### src/rtl/esd_pkg.sv
`default_nettype none

package esd_pkg;

  localparam int MAX_OUTPUT = 4096;
  localparam int CNT_W      = 13;
  localparam int LEN_W      = 13;
  localparam int QDEPTH     = 4;
  localparam int QAW        = $clog2(QDEPTH);

  localparam logic [CNT_W-1:0] MAX_CNT = CNT_W'(MAX_OUTPUT);

  localparam logic [7:0] CH_NUL   = 8'h00;
  localparam logic [7:0] CH_BSL   = 8'h5C;
  localparam logic [7:0] CH_N     = 8'h6E;
  localparam logic [7:0] CH_T     = 8'h74;
  localparam logic [7:0] CH_R     = 8'h72;
  localparam logic [7:0] CH_X     = 8'h78;
  localparam logic [7:0] CH_LF    = 8'h0A;
  localparam logic [7:0] CH_TAB   = 8'h09;
  localparam logic [7:0] CH_CR    = 8'h0D;

  typedef enum logic [1:0] {
    MODE_NORMAL = 2'd0,
    MODE_ESC    = 2'd1,
    MODE_HEX0   = 2'd2,
    MODE_HEX1   = 2'd3
  } mode_t;

  typedef struct packed {
    logic [LEN_W-1:0] len;
    logic             done;
    logic             valid;
    logic [7:0]       data;
  } res_t;

  typedef struct packed {
    logic two;
    res_t r1;
    res_t r0;
  } job_t;

  function automatic logic [7:0] esc_map(input logic [7:0] b);
    logic [7:0] v;
    case (b)
      CH_N:    v = CH_LF;
      CH_T:    v = CH_TAB;
      CH_R:    v = CH_CR;
      default: v = b;
    endcase
    return v;
  endfunction

endpackage

`default_nettype wire

### src/rtl/esd_front.sv
`default_nettype none

module esd_front (
  input  wire logic          clk,
  input  wire logic          rst_n,
  input  wire logic          in_tvalid,
  output logic               in_tready,
  input  wire logic [7:0]    in_tdata,
  input  wire logic          q_full,
  output logic               q_push,
  output esd_pkg::job_t      q_wdata
);
  import esd_pkg::*;

  mode_t            mode_r, mode_nxt;
  logic [3:0]       held_r, held_nxt;
  logic [CNT_W-1:0] cnt_r, cnt_nxt;

  logic             accept;
  logic             is_hex;
  logic [3:0]       hval;
  logic             full;
  logic [CNT_W-1:0] cnt1, cnt2;
  logic             any;
  job_t             job;

  assign in_tready = !q_full;
  assign accept    = in_tvalid && in_tready;
  assign full      = cnt_r >= MAX_CNT;
  assign cnt1      = cnt_r + CNT_W'(1);
  assign cnt2      = cnt_r + CNT_W'(2);

  always_comb begin
    is_hex = 1'b1;
    hval   = 4'd0;
    if (in_tdata >= 8'h30 && in_tdata <= 8'h39) begin
      hval = 4'(in_tdata - 8'h30);
    end else if (in_tdata >= 8'h41 && in_tdata <= 8'h46) begin
      hval = 4'(in_tdata - 8'h37);
    end else if (in_tdata >= 8'h61 && in_tdata <= 8'h66) begin
      hval = 4'(in_tdata - 8'h57);
    end else begin
      is_hex = 1'b0;
    end
  end

  // next state
  always_comb begin
    mode_nxt = mode_r;
    held_nxt = held_r;
    cnt_nxt  = cnt_r;
    if (in_tdata == CH_NUL) begin
      mode_nxt = MODE_NORMAL;
      held_nxt = 4'd0;
      cnt_nxt  = '0;
    end else if (full) begin
      mode_nxt = MODE_NORMAL;
    end else begin
      case (mode_r)
        MODE_ESC: begin
          if (in_tdata == CH_X) begin
            mode_nxt = MODE_HEX0;
          end else begin
            mode_nxt = MODE_NORMAL;
            cnt_nxt  = cnt1;
          end
        end
        MODE_HEX0: begin
          if (is_hex) begin
            held_nxt = hval;
            mode_nxt = MODE_HEX1;
          end else if (in_tdata == CH_BSL) begin
            mode_nxt = MODE_ESC;
          end else begin
            mode_nxt = MODE_NORMAL;
            cnt_nxt  = cnt1;
          end
        end
        MODE_HEX1: begin
          held_nxt = 4'd0;
          mode_nxt = MODE_NORMAL;
          cnt_nxt  = cnt1;
          if (!is_hex && cnt1 < MAX_CNT) begin
            if (in_tdata == CH_BSL) begin
              mode_nxt = MODE_ESC;
            end else begin
              cnt_nxt = cnt2;
            end
          end
        end
        default: begin
          if (in_tdata == CH_BSL) begin
            mode_nxt = MODE_ESC;
          end else begin
            cnt_nxt = cnt1;
          end
        end
      endcase
    end
  end

  // result beats for this byte
  always_comb begin
    any = 1'b0;
    job = '0;
    if (in_tdata == CH_NUL) begin
      any = 1'b1;
      if (mode_r == MODE_HEX1 && !full) begin
        job.two      = 1'b1;
        job.r0.data  = {4'd0, held_r};
        job.r0.valid = 1'b1;
        job.r0.len   = cnt1;
        job.r1.done  = 1'b1;
        job.r1.len   = cnt1;
      end else begin
        job.r0.done = 1'b1;
        job.r0.len  = cnt_r;
      end
    end else if (!full) begin
      job.r0.valid = 1'b1;
      job.r0.len   = cnt1;
      case (mode_r)
        MODE_ESC: begin
          any         = in_tdata != CH_X;
          job.r0.data = esc_map(in_tdata);
        end
        MODE_HEX0: begin
          any         = !is_hex && in_tdata != CH_BSL;
          job.r0.data = in_tdata;
        end
        MODE_HEX1: begin
          any = 1'b1;
          if (is_hex) begin
            job.r0.data = {held_r, hval};
          end else begin
            job.r0.data = {4'd0, held_r};
            if (cnt1 < MAX_CNT && in_tdata != CH_BSL) begin
              job.two      = 1'b1;
              job.r1.data  = in_tdata;
              job.r1.valid = 1'b1;
              job.r1.len   = cnt2;
            end
          end
        end
        default: begin
          any         = in_tdata != CH_BSL;
          job.r0.data = in_tdata;
        end
      endcase
    end
  end

  assign q_push  = accept && any;
  assign q_wdata = job;

  always_ff @(posedge clk) begin
    if (!rst_n) begin
      mode_r <= MODE_NORMAL;
      held_r <= 4'd0;
      cnt_r  <= '0;
    end else if (accept) begin
      mode_r <= mode_nxt;
      held_r <= held_nxt;
      cnt_r  <= cnt_nxt;
    end
  end

`ifndef ASSERT_OFF
  a_cnt_bound: assert property (@(posedge clk) disable iff (!rst_n)
    cnt_r <= MAX_CNT)
    else $error("emitted count above limit");
  a_nul_clears: assert property (@(posedge clk) disable iff (!rst_n)
    accept && in_tdata == CH_NUL |=> cnt_r == '0 && mode_r == MODE_NORMAL)
    else $error("terminator did not clear state");
`endif

endmodule

`default_nettype wire

### src/rtl/esd_queue.sv
`default_nettype none

module esd_queue (
  input  wire logic           clk,
  input  wire logic           rst_n,
  input  wire logic           push,
  input  wire esd_pkg::job_t  wdata,
  output logic                full,
  input  wire logic           pop,
  output esd_pkg::job_t       rdata,
  output logic                empty
);
  import esd_pkg::*;

  job_t             mem_r [QDEPTH];
  logic [QAW-1:0]   wr_r, rd_r;
  logic [QAW:0]     cnt_r;

  assign full  = cnt_r == (QAW+1)'(QDEPTH);
  assign empty = cnt_r == '0;
  assign rdata = mem_r[rd_r];

  always_ff @(posedge clk) begin
    if (push) begin
      mem_r[wr_r] <= wdata;
    end
  end

  always_ff @(posedge clk) begin
    if (!rst_n) begin
      wr_r  <= '0;
      rd_r  <= '0;
      cnt_r <= '0;
    end else begin
      if (push) begin
        wr_r <= wr_r + QAW'(1);
      end
      if (pop) begin
        rd_r <= rd_r + QAW'(1);
      end
      cnt_r <= cnt_r + (QAW+1)'(push) - (QAW+1)'(pop);
    end
  end

`ifndef ASSERT_OFF
  a_no_overflow: assert property (@(posedge clk) disable iff (!rst_n)
    push |-> !full)
    else $error("push into full queue");
  a_no_underflow: assert property (@(posedge clk) disable iff (!rst_n)
    pop |-> !empty)
    else $error("pop from empty queue");
`endif

endmodule

`default_nettype wire

### src/rtl/esd_back.sv
`default_nettype none

module esd_back (
  input  wire logic           clk,
  input  wire logic           rst_n,
  input  wire logic           q_empty,
  input  wire esd_pkg::job_t  q_rdata,
  output logic                q_pop,
  output logic                out_tvalid,
  input  wire logic           out_tready,
  output logic [23:0]         out_tdata,
  output logic [1:0]          out_tuser,
  output logic                out_tlast
);
  import esd_pkg::*;

  logic  sel_r, sel_nxt;
  logic  vld_r, vld_nxt;
  res_t  res_r, res_nxt;
  logic  last_r, last_nxt;
  logic  load;
  logic  cur_last;

  assign load     = !q_empty && (!vld_r || out_tready);
  assign cur_last = sel_r || !q_rdata.two;
  assign q_pop    = load && cur_last;

  always_comb begin
    sel_nxt  = sel_r;
    vld_nxt  = vld_r;
    res_nxt  = res_r;
    last_nxt = last_r;
    if (load) begin
      vld_nxt  = 1'b1;
      res_nxt  = sel_r ? q_rdata.r1 : q_rdata.r0;
      last_nxt = cur_last;
      sel_nxt  = !cur_last;
    end else if (out_tready) begin
      vld_nxt = 1'b0;
    end
  end

  always_ff @(posedge clk) begin
    if (!rst_n) begin
      sel_r <= 1'b0;
      vld_r <= 1'b0;
    end else begin
      sel_r <= sel_nxt;
      vld_r <= vld_nxt;
    end
  end

  always_ff @(posedge clk) begin
    res_r  <= res_nxt;
    last_r <= last_nxt;
  end

  assign out_tvalid = vld_r;
  assign out_tdata  = {3'd0, res_r.len, res_r.data};
  assign out_tuser  = {res_r.done, res_r.valid};
  assign out_tlast  = last_r;

`ifndef ASSERT_OFF
  a_done_is_last: assert property (@(posedge clk) disable iff (!rst_n)
    vld_r && res_r.done |-> last_r && !res_r.valid)
    else $error("done beat not last or carries a byte");
`endif

endmodule

`default_nettype wire

### src/rtl/escape_sequence_decoder.sv
`default_nettype none

// channel | dir | tdata                                | tuser                  | tlast
// in_     | in  | [7:0] in_byte                        | -                      | -
// out_    | out | [7:0] out_byte, [20:8] out_length    | [0] byte_valid, [1] done| run_last
//
// one source byte accepted per cycle while the result queue has room
// a source byte yields zero, one or two result beats, sent one per cycle while out_tready is high
// each result beat is registered in the job queue and then in the output register
// four-entry job queue decouples input stalls from output stalls
// synchronous active-low reset clears decode mode, count and queue

module escape_sequence_decoder (
  input  wire logic        clk,
  input  wire logic        rst_n,
  input  wire logic        in_tvalid,
  output logic             in_tready,
  input  wire logic [7:0]  in_tdata,   // [7:0] in_byte
  output logic             out_tvalid,
  input  wire logic        out_tready,
  output logic [23:0]      out_tdata,  // [7:0] out_byte, [20:8] out_length
  output logic [1:0]       out_tuser,  // [0] byte_valid, [1] string_done
  output logic             out_tlast
);
  import esd_pkg::*;

  logic q_full, q_empty, q_push, q_pop;
  job_t q_wdata, q_rdata;

  esd_front u_front (
    .clk       (clk),
    .rst_n     (rst_n),
    .in_tvalid (in_tvalid),
    .in_tready (in_tready),
    .in_tdata  (in_tdata),
    .q_full    (q_full),
    .q_push    (q_push),
    .q_wdata   (q_wdata)
  );

  esd_queue u_queue (
    .clk   (clk),
    .rst_n (rst_n),
    .push  (q_push),
    .wdata (q_wdata),
    .full  (q_full),
    .pop   (q_pop),
    .rdata (q_rdata),
    .empty (q_empty)
  );

  esd_back u_back (
    .clk        (clk),
    .rst_n      (rst_n),
    .q_empty    (q_empty),
    .q_rdata    (q_rdata),
    .q_pop      (q_pop),
    .out_tvalid (out_tvalid),
    .out_tready (out_tready),
    .out_tdata  (out_tdata),
    .out_tuser  (out_tuser),
    .out_tlast  (out_tlast)
  );

endmodule

`default_nettype wire

### config.mk
export PLATFORM = sky130hd
export DESIGN_NAME = escape_sequence_decoder
export DESIGN_NICKNAME = d
export VERILOG_FILES = /design/src/rtl/esd_pkg.sv /design/src/rtl/esd_front.sv /design/src/rtl/esd_queue.sv /design/src/rtl/esd_back.sv /design/src/rtl/escape_sequence_decoder.sv
export SDC_FILE = /design/constraint.sdc
export NUM_CORES = 1
export LEC_CHECK = 0
export ABC_AREA = 0
export BUFFER_PORTS_ARGS = -buffer_cell sky130_fd_sc_hd__buf_2
export CAP_MARGIN = 0
export CORE_UTILIZATION = 58
export CTS_BUF_LIST = sky130_fd_sc_hd__clkbuf_2 sky130_fd_sc_hd__clkbuf_4 sky130_fd_sc_hd__clkbuf_8
export DETAILED_ROUTE_END_ITERATION = 8
export PLACE_DENSITY = 0.78
export SYNTH_ARGS = -nofsm -noshare
export SYNTH_HDL_FRONTEND = slang
export SYNTH_SLANG_ARGS = --single-unit
### constraint.sdc
create_clock -name clk -period 3.4 [get_ports clk]
set_clock_uncertainty 0.15 [all_clocks]
set_input_delay 0.34 -clock clk [delete_from_list [all_inputs] [get_ports clk]]
set_output_delay 0.34 -clock clk [all_outputs]
set_load 0.01 [all_outputs]
==> results of run 1 <==
-- where the power goes --
part / leakage [nW] / total [mW] / internal [mW] / switching, mW
Clock: 0.383 / 2.36 / 1.30 / 1.06
Combinational: 1.72 / 1.76 / 0.722 / 1.04
Sequential: 2.31 / 3.88 / 3.76 / 0.117
Total: 4.42 / 8.00 / 5.78 / 2.22
-- per-stage QoR --
step | total power, mW | setup slack, ns | instances | instance area [um^2] | util [%]
2_1_floorplan | 5.14 | 0.295 | 772 | 11000 | -
3_3_place_gp | 5.67 | 0.322 | 1028 | 11500 | 63.4
3_5_place_dp | 5.72 | 0.240 | 1028 | 11500 | 63.4
4_1_cts | 8.07 | 0.214 | 1094 | 12300 | 67.5
5_1_grt | 8.39 | 0.109 | 1094 | 12300 | 67.5
6_report | 8.00 | 0.290 | 1094 | 12300 | 67.5
-- metal layers --
| metal | track usage, % | up-vias | routed length [um] |
|---|---|---|---|
| li1 | - | 3106 | - |
| met1 | 36.8 | 3460 | 10700 |
| met2 | 41.3 | 260 | 11500 |
| met3 | 4.68 | 33 | 1700 |
| met4 | 7.49 | 0 | 440 |
| met5 | 0 | - | 0 |
-- worst reg2reg max path, delay by kind of cell (launching register included) --
family | cells | cell delay, ns
adders and majority gates | 1 | 0.31
and+or+nand+nor | 7 | 1.18
muxes | 1 | 0.20
DFF | 1 | 0.51
buffers and inverters | 2 | 0.19
AOI/OAI and AO/OA | 1 | 0.27
-- area by class of cell --
class | count | area share (%)
flip-flops and latches | 242 | 56.7
well taps | 229 | 2.33
repair buffers | 77 | 4.38
clock inverters | 12 | 0.703
clock buffers | 53 | 5.22
multi-input cells | 457 | 29.9
inverters | 24 | 0.753
-- cells by family (layout without fill, tap and decap cells) --
| family | after synthesis | after routing | synth area share, % |
|---|---|---|---|
| fa+ha+maj | 21 | 21 | 2.47 |
| compound gates | 136 | 136 | 9.20 |
| buf+inv | 73 | 166 | 3.03 |
| flops | 242 | 242 | 63.6 |
| xor+xnor | 7 | 7 | 0.560 |
| other cells | 1 | 3 | 0.0342 |
| mux | 55 | 55 | 10.4 |
| simple gates | 235 | 235 | 10.7 |
-- final timing paths --
| check | startpoint | to | slack [ns] | cells past startpoint |
|---|---|---|---|---|
| setup / recovery | u_front.cnt_r[6]$_SDFFE_PN0P_ | u_queue.mem_r[1][39]$_DFFE_PP_ | 0.29 | 12 |
| setup reg to reg | u_front.cnt_r[6]$_SDFFE_PN0P_ | u_queue.mem_r[1][39]$_DFFE_PP_ | 0.29 | 12 |
| hold / removal | in_tvalid | u_front.mode_r[0]$_SDFFE_PN0P_ | 0.12 | 3 |
| hold reg to reg | u_back.out_tvalid$_SDFFE_PN0P_ | u_back.out_tvalid$_SDFFE_PN0P_ | 0.33 | 2 |
-- registers in the layout (all words and copies together) (netlist names), 2 cells and up, named ones only --
| name | count |
|---|---|
| u_back.out_tdata | 21 |
| u_back.out_tuser | 2 |
| u_front.cnt_r | 13 |
| u_front.held_r | 4 |
| u_front.mode_r | 2 |
| u_queue.cnt_r | 3 |
| u_queue.mem_r | 188 |
| u_queue.rd_r | 2 |
| u_queue.wr_r | 2 |
-- synthesized netlist by cell type (5+ instances only) --
library cell    n
a211o_1         5
a21oi_1        25
a31oi_1         5
and2_1         15
and3_1          8
buf_1           5
buf_2           8
clkbuf_1       28
dfxtp_1        30
edfxtp_1      212
ha_1           20
inv_1          20
mux2i_1         8
mux4_2         47
nand2_1       116
nand3_1        21
nor2_1         27
nor3_1          8
o211ai_1        7
o21ai_0        27
o31ai_1         8
or3_1           6
-- what timing repair did --
action / in CTS / in global routing
resized for setup: 0 / 1
hold buffers: 1 / 0
buffers inserted: 0 / 0
setup endpoints to repair: 0 / 4
hold endpoints to repair: 1 / 0
==> metrics.md, run 1 <==
| Metric | Value |
|---|---|
| Type of the worst setup path | reg2reg |
| Crit-path cells | and4_1 -> nand3_1 -> nor3_1 -> ha_1 -> nand3_2 -> nor2_4 -> nand2_4 -> inv_4 -> nor2_8 -> inv_2 -> a221oi_1 -> mux2i_1 |
| Register area | 6970 um^2 |
| Skew-Pair Late Insertion Delay | 0.53 ns |
| Fillers | 1273 |
| CP endpoint kind | register |
| Antenna diodes | 0 |
| Status | finished clean |
| Die Height | 139 um |
| Drt total wl | 24300 um |
| Commonest non-fill, non-tap cell in the layout | edfxtp_1 |
| Fin Hold WS | 0.119 ns |
| Via count | 6859 |
| Share of cells above drive strength 1 | 24.6% |
| Max Buffers Root-to-Sink | 3 |
| Power Dens Cells | 651 nW/um^2 |
| Ranking of synthesized cells by area | edfxtp_1 58%, mux4_2 9.7%, dfxtp_1 5.5% |
| Syn_area_per_cell | 14.2 um^2 |
| Final setup violation count | 0 |
| Initial antenna violation count | 0 |
| Post-layout min period | 3.11 ns |
| Setup TNS | 0 ns |
| IO Pins | 41 |
| Buf/Inv on CP | 2 |
| Drt drc | 0 |
| Rows | 49 |
| Die W | 139 um |
| Rel. slew slack | 21.3% |
| Slew Limit Fails | 0 |
| Fin nets | 874 |
| Vias in the first global route | 6894 |
| I/O Buffers | 37 |
| Clock net sink count | 242 |
| Share of the synthesized area in the top cell type | 58.1% |
| Register area share after synthesis | 63.6% |
| Crit path DAT | 3.18 ns |
| CP peak stage delay | 0.51 ns |
| Worst Path Required | 3.47 ns |
| Grt ovf | 0 |
| Netlist Area Pre-Place | 11000 um^2 |
| Average vias per placed instance | 6.27 |
| Measured slew at the worst slew-check pin | 1.18 ns |
| Max-cap violations | 0 |
| Clock-pin slew on the worst setup and hold paths | 0.06 ns |
| Slowest stage cell on the critical path | dfxtp_1 |
| CTS Buf Count | 39 |
| Kind of launch point of the worst setup path | register |
| Fmax | 322 MHz |
| Starting Density | 60.1% |
| ANT nets after route | 0 |
| Initial DRC count | 582 |
| Distinct cell type count after synthesis | 82 |
| Gr usage total | 25.9% |
| Cells after synthesis | 770 |
| Register bit total from synthesis | 242 |
| Post-DP HPWL | 15600 um |
| Global-route wire length before repair | 38000 um |
| Worst VDD drop | 0.466 mV |
| Area Overhead vs Synth | 12.2% |
| Number of enable flip-flop cells after synthesis | 212 |
| Tcrit/Tclk final | 91.5% |
| Routability cong. | 0.910 |
| WL per Instance | 22.2 um |
| Largest area contributor in the netlist | edfxtp_1 |
| Hold crit path type | in2reg |
| Delay-heaviest family, CP | simple AND/OR/NAND/NOR gates |
| Largest net degree at the start of global routing | 48 |
| CTS root buffer | clkbuf_8 |
| RSZ-0062 raised after global routing | false |
| CTS tree | built |
| CTS H-tree depth | 2 |
| Async set-or-reset flop fraction in the synthesized netlist | 0% |
| CP Max Fanout | 16 |
| Die area | 19400 um^2 |
| Core footprint | 18200 um^2 |
| Most used flip-flop cell after synthesis | edfxtp_1 |
| Area of the multi-input gates | 3670 um^2 |
| First-pass iteration count of the detailed router | 7 |
| YS warnings | 0 |
| Count of final hold-check violations | 0 |
| LEAKAGE | 4.42 nW |
| Highest-count cells in the layout ignoring fill and taps | 212 x edfxtp_1, 116 x nand2_1, 47 x mux4_2, 39 x clkbuf_8, 37 x buf_2 |
No activity file was read; power rests on OpenSTA's default activity.
==> inputs of run 2 (changes only) <==
==> constraint.sdc (replaced) <==
create_clock -name clk -period 3.4 [get_ports clk]
set_clock_uncertainty 0.15 [all_clocks]
set_input_delay 0.17 -clock clk [delete_from_list [all_inputs] [get_ports clk]]
set_output_delay 0.17 -clock clk [all_outputs]
set_load 0.01 [all_outputs]
==> metrics.md, run 2 (same netlist as run 1, synthesis figures left out) <==
| Metric | Value |
|---|---|
| Status | finished clean |
| Drt drc | 0 |
| Drt total wl | 23600 um |
| Largest Register | u_queue.mem_r |
| Starting Density | 60.1% |
| CTS H-tree depth | 2 |
| Max reg flops | 188 |
| Fmax | 315 MHz |
| Average vias per placed instance | 6.21 |
| Gr usage total | 25.4% |
| Pwr Total | 8.02 mW |
| Post-layout min period | 3.17 ns |
| First-pass iteration count of the detailed router | 5 |
| Type of the worst setup path | in2reg |
| IO Pins | 41 |
| Share of cells above drive strength 1 | 23.3% |
| Grt ovf | 0 |
| CTS tree | built |
| Buf/Inv on CP | 5 |
| R2r worst-path depth | 12 |
| PostCTS Resize Cnt | 0 |
| Fin nets | 872 |
| Via count | 6814 |
| Fillers | 1239 |
| Initial antenna violation count | 0 |
| Setup WS post-layout | 0.229 ns |
| Highest-count cells in the layout ignoring fill and taps | 212 x edfxtp_1, 116 x nand2_1, 47 x mux4_2, 39 x clkbuf_8, 37 x buf_2 |
| Tcrit/Tclk final | 93.3% |
| Die area | 19400 um^2 |
| I/O Buffers | 37 |
| Power Dens Cells | 652 nW/um^2 |
| Reg2reg setup slack | 0.29 ns |
| DP Area | 11500 um^2 |
| ANT nets after route | 0 |
| Worst VDD drop | 0.355 mV |
| Rel. slew slack | 25.4% |
| Slew Limit Fails | 0 |
| Vias in the first global route | 6903 |
| Setup TNS | 0 ns |
| Fin area | 12300 um^2 |
| LEAKAGE | 4.40 nW |
| Met1 Track Usage GR | 36.3% |
| Crit path DAT | 3.25 ns |
| Worst Path Required | 3.48 ns |
| WL per Instance | 21.6 um |
| Hold Crit Depth | 2 |
| CTS root buffer | clkbuf_8 |
| Measured slew at the worst slew-check pin | 1.12 ns |
| Busiest layer in global routing | met2 |
| Core footprint | 18200 um^2 |
| Final setup violation count | 0 |
| Die W | 139 um |
| Commonest non-fill, non-tap cell in the layout | edfxtp_1 |
| Routability cong. | 0.906 |
| Worst reg2reg path endpoint | u_queue.mem_r[2][39]$_DFFE_PP_ |
| Min-delay src | in_tdata[4] |
| CP endpoint kind | register |
| Crit-path cells | dlygate4sd3_1 -> buf_2 -> inv_1 -> ha_1 -> nor3b_1 -> nor4_2 -> a21o_1 -> nor2_4 -> nand2_4 -> inv_4 -> nor2_8 -> inv_2 -> a221oi_1 -> mux2i_1 |
| Global-route wire length before repair | 37700 um |
| Largest net degree at the start of global routing | 48 |
| Origin of the critical flop-to-flop path | u_front.cnt_r[6]$_SDFFE_PN0P_ |
| Hold EP | u_queue.mem_r[3][27]$_DFFE_PP_ |
| RSZ-0062 raised after global routing | false |
| Kind of launch point of the worst setup path | input port |
| Initial DRC count | 603 |
| Rows | 49 |
| CP peak stage delay | 0.52 ns |
| Delay-heaviest family, CP | buffers and inverters |
| Met3 usage | 4.30% |
| Hold crit path type | in2reg |
| Die Height | 139 um |
| Skew-Pair Late Insertion Delay | 0.53 ns |
| Area Overhead vs Synth | 12.4% |
| Critical Path Start | in_tdata[0] |
| Max Buffers Root-to-Sink | 3 |
| Setup WS pre-CTS | 0.334 ns |
| Post-DP HPWL | 15300 um |
| CP Max Fanout | 16 |
| Clock-pin slew on the worst setup and hold paths | 0.06 ns |
| Clock net sink count | 242 |
| Antenna diodes | 0 |
| CTS Buf Count | 39 |
| Met2 Use GR | 39.9% |
| Slowest stage cell on the critical path | dlygate4sd3_1 |
| Max-cap violations | 0 |
| Count of final hold-check violations | 0 |
[run 2: cell types whose count changed in the layout (fill, tap and decap cells not counted), sizes merged]
cell         previous run  this run
buf                    76        69
bufinv                  1         2
clkbuf                 53        46
clkinv                  9        19
clkinvlp                1         2
dlygate4sd3             1         6
[run 2: area by class of cell]
cell class	count	area, um^2	area share, %
Sequential cell	242	6970	56.7
Multi-Input combinational cell	457	3670	29.8
Clock buffer	46	589	4.79
Timing Repair Buffer	75	536	4.35
Tap cell	229	287	2.33
Clock inverter	24	164	1.33
Inverter	24	92.6	0.752
[run 2: worst reg2reg max path, cell delays in order, from the launching register on]
cell and delay [ns]:
dfxtp_1 0.52, and4_1 0.26, nand3_1 0.11, nor3_1 0.23, ha_1 0.30, nand3_1 0.20, nor2_4 0.09, nand2_4 0.15
inv_4 0.11, nor2_8 0.15, inv_2 0.10, a221oi_1 0.26, mux2i_1 0.20
[run 2: layer usage]
metal  routed length [um]  part of all wire, %  vias to the layer above
met1                10400                   44                     3377
li1                     -                    -                     3109
met5                    0                    0                        -
met2                11100                   47                      285
met4                  484                  2.0                        0
met3                 1720                  7.3                       43
[run 2: through the flow]
step | util, % | hold slack, ns | instances
after CTS | 67.6 | 0.0246 | 1097
after global placement | 63.1 | 0.289 | 1021
after floorplan | - | 0.200 | 772
final | 67.6 | 0.0585 | 1097
after global routing | 67.6 | 0.0507 | 1097
after detailed placement | 63.1 | 0.293 | 1021
[run 2: how the worst max path moves through the flow]
stage	end	slack, ns	cells after the start
after global placement	u_queue.cnt_r[2]$_SDFF_PN0_	0.47	14
after global routing	u_queue.mem_r[3][39]$_DFFE_PP_	0.03	14
final	u_queue.mem_r[2][39]$_DFFE_PP_	0.23	14
after detailed placement	u_queue.mem_r[0][41]$_DFFE_PP_	0.33	13
after CTS	u_queue.mem_r[3][41]$_DFFE_PP_	0.35	14
after floorplan	u_queue.mem_r[0][43]$_DFFE_PP_	0.39	13
[run 2: what timing repair did]
item | 4_1_cts | 5_1_grt
hold endpoints to repair | 9 | 0
hold buffers | 6 | 0
buffers inserted | 0 | 0
[run 2: where the power goes]
part | internal (mW) | leakage [nW] | switching [mW] | total (mW)
clock network | 1.31 | 0.385 | 1.08 | 2.39
logic | 0.723 | 1.70 | 1.03 | 1.75
registers | 3.76 | 2.31 | 0.115 | 3.87
total | 5.79 | 4.40 | 2.22 | 8.02
==> inputs of run 3 (changes only) <==
--- a/config.mk
+++ b/config.mk
@@ -6,12 +6,14 @@
 export NUM_CORES = 1
 export LEC_CHECK = 0
 export ABC_AREA = 0
+export ABC_CLOCK_PERIOD_IN_PS = 3400
 export BUFFER_PORTS_ARGS = -buffer_cell sky130_fd_sc_hd__buf_2
 export CAP_MARGIN = 0
 export CORE_UTILIZATION = 58
 export CTS_BUF_LIST = sky130_fd_sc_hd__clkbuf_2 sky130_fd_sc_hd__clkbuf_4 sky130_fd_sc_hd__clkbuf_8
 export DETAILED_ROUTE_END_ITERATION = 8
 export PLACE_DENSITY = 0.78
+export RECOVER_POWER = 25
 export SYNTH_ARGS = -nofsm -noshare
 export SYNTH_HDL_FRONTEND = slang
 export SYNTH_SLANG_ARGS = --single-unit
==> metrics.md, run 3 (same netlist as run 1, synthesis figures left out) <==
| Metric | Value |
|---|---|
| Fmax | 315 MHz |
| Final setup violation count | 0 |
| Kind of launch point of the worst setup path | input port |
| Count of final hold-check violations | 0 |
| Area of the multi-input gates | 3670 um^2 |
| Skew-Pair Late Insertion Delay | 0.53 ns |
| Clock net sink count | 242 |
| Initial antenna violation count | 0 |
| Routability cong. | 0.906 |
| CTS tree | built |
| Worst Path Required | 3.47 ns |
| LEAKAGE | 4.32 nW |
| Die W | 139 um |
| Sw Pwr | 2.23 mW |
| Die area | 19400 um^2 |
| Max-cap violations | 1 |
| Vias in the first global route | 6903 |
| Layout Utilization | 67.3% |
| Post-layout min period | 3.18 ns |
| Highest-count cells in the layout ignoring fill and taps | 212 x edfxtp_1, 116 x nand2_1, 47 x mux4_2, 39 x clkbuf_8, 29 x dfxtp_1 |
| Average vias per placed instance | 6.25 |
| Max Buffers Root-to-Sink | 3 |
| WL per Instance | 21.6 um |
| RSZ-0062 raised after global routing | false |
| CTS H-tree depth | 2 |
| Clock group share of total power | 29.9% |
| Core footprint | 18200 um^2 |
| Slew Limit Fails | 47 |
| Largest net degree at the start of global routing | 48 |
| I/O Buffers | 37 |
| Gr usage total | 25.4% |
| CP Max Fanout | 16 |
| Drt total wl | 23700 um |
| Area Overhead vs Synth | 12.0% |
| Grt ovf | 0 |
| Power Dens Cells | 651 nW/um^2 |
| Via count | 6860 |
| Rel. slew slack | -19.7% |
| Internal | 5.76 mW |
| Starting Density | 60.1% |
| Rows | 49 |
| Worst VDD drop | 0.341 mV |
| CTS Buf Count | 39 |
| CTS root buffer | clkbuf_8 |
| Commonest non-fill, non-tap cell in the layout | edfxtp_1 |
| Drt drc | 0 |
| Crit path DAT | 3.25 ns |
| Failing checks | capacitance limit, slew limit |
| First-pass iteration count of the detailed router | 5 |
| Die Height | 139 um |
| Tcrit/Tclk final | 93.5% |
| Share of cells above drive strength 1 | 19.8% |
| Hold crit path type | in2reg |
| Setup TNS | 0 ns |
| CP endpoint kind | register |
| Type of the worst setup path | in2reg |
| Clock-pin slew on the worst setup and hold paths | 0.06 ns |
| ANT nets after route | 0 |
| Post-DP HPWL | 15300 um |
| Global-route wire length before repair | 37700 um |
| Max reg flops | 188 |
| Largest Register | u_queue.mem_r |
| Comb pwr share | 21.5% |
| Measured slew at the worst slew-check pin | 1.80 ns |
| Register area | 6970 um^2 |
| Net Sw Frac | 27.9% |
| Initial DRC count | 648 |
| Status | complete, but fails checks |
| Fin nets | 872 |
| Antenna diodes | 0 |
| Flop pwr share | 48.6% |
| Fillers | 1263 |
| IO Pins | 41 |
[run 3: final cells by class]
cell class / count / area share, %
clock buffers: 46 / 4.81
clock inverters: 24 / 1.34
inverters: 24 / 0.755
multi-input cells: 457 / 29.9
flip-flops and latches: 242 / 56.8
well taps: 229 / 2.34
repair buffers: 75 / 4.04
[run 3: timing repair]
| action | CTS | global route |
|---|---|---|
| hold buffers | 6 | 0 |
| hold endpoints to repair | 9 | 0 |
| gates resized for setup | 0 | 0 |
| buffers inserted | 0 | 0 |
[run 3: worst paths after layout]
path	slack, ns	cells past startpoint	start	end
worst max register to register	0.28	12	u_front.cnt_r[6]$_SDFFE_PN0P_	u_queue.mem_r[1][39]$_DFFE_PP_
worst max-delay path	0.22	14	in_tdata[0]	u_queue.mem_r[1][39]$_DFFE_PP_
worst min register to register	0.32	2	u_back.out_tvalid$_SDFFE_PN0P_	u_back.out_tvalid$_SDFFE_PN0P_
worst min-delay path	0.07	2	in_tdata[3]	u_queue.mem_r[0][26]$_DFFE_PP_
[run 3: worst max-delay path, cell delays in order]
cell,delay (ns)
dlygate4sd3_1,0.52
buf_2,0.17
inv_1,0.14
ha_1,0.25
nor3b_1,0.15
nor4_2,0.26
a21o_1,0.49
nor2_4,0.12
nand2_4,0.15
inv_4,0.11
nor2_8,0.15
inv_2,0.10
a221oi_1,0.26
mux2i_1,0.20
[run 3: routing by layer]
| metal | track usage, % | vias to the layer above | wire, um |
|---|---|---|---|
| met2 | 39.9 | 304 | 11100 |
| met3 | 4.30 | 44 | 1740 |
| met4 | 8.77 | 0 | 480 |
| li1 | - | 3109 | - |
| met5 | 0 | - | 0 |
| met1 | 36.3 | 3403 | 10300 |
[run 3: power groups by stage]
stage	clock [mW]	sequential (mW)	combinational, mW
floorplan	0	4.00	1.15
global route	2.57	3.92	1.89
detailed placement	0	3.94	1.78
finish	2.39	3.88	1.72
global placement	0	3.91	1.74
CTS	2.44	3.88	1.79
[run 3: through the flow]
stage               instances  setup slack, ns  hold WS [ns]  total power, mW  instance area, um^2
floorplan                 772            0.390         0.200             5.14                11000
global route             1097           0.0307        0.0507             8.38                12300
CTS                      1097            0.348        0.0246             8.11                12300
global placement         1021            0.473         0.289             5.65                11500
finish                   1097            0.220        0.0654             7.99                12300
detailed placement       1021            0.334         0.293             5.72                11500
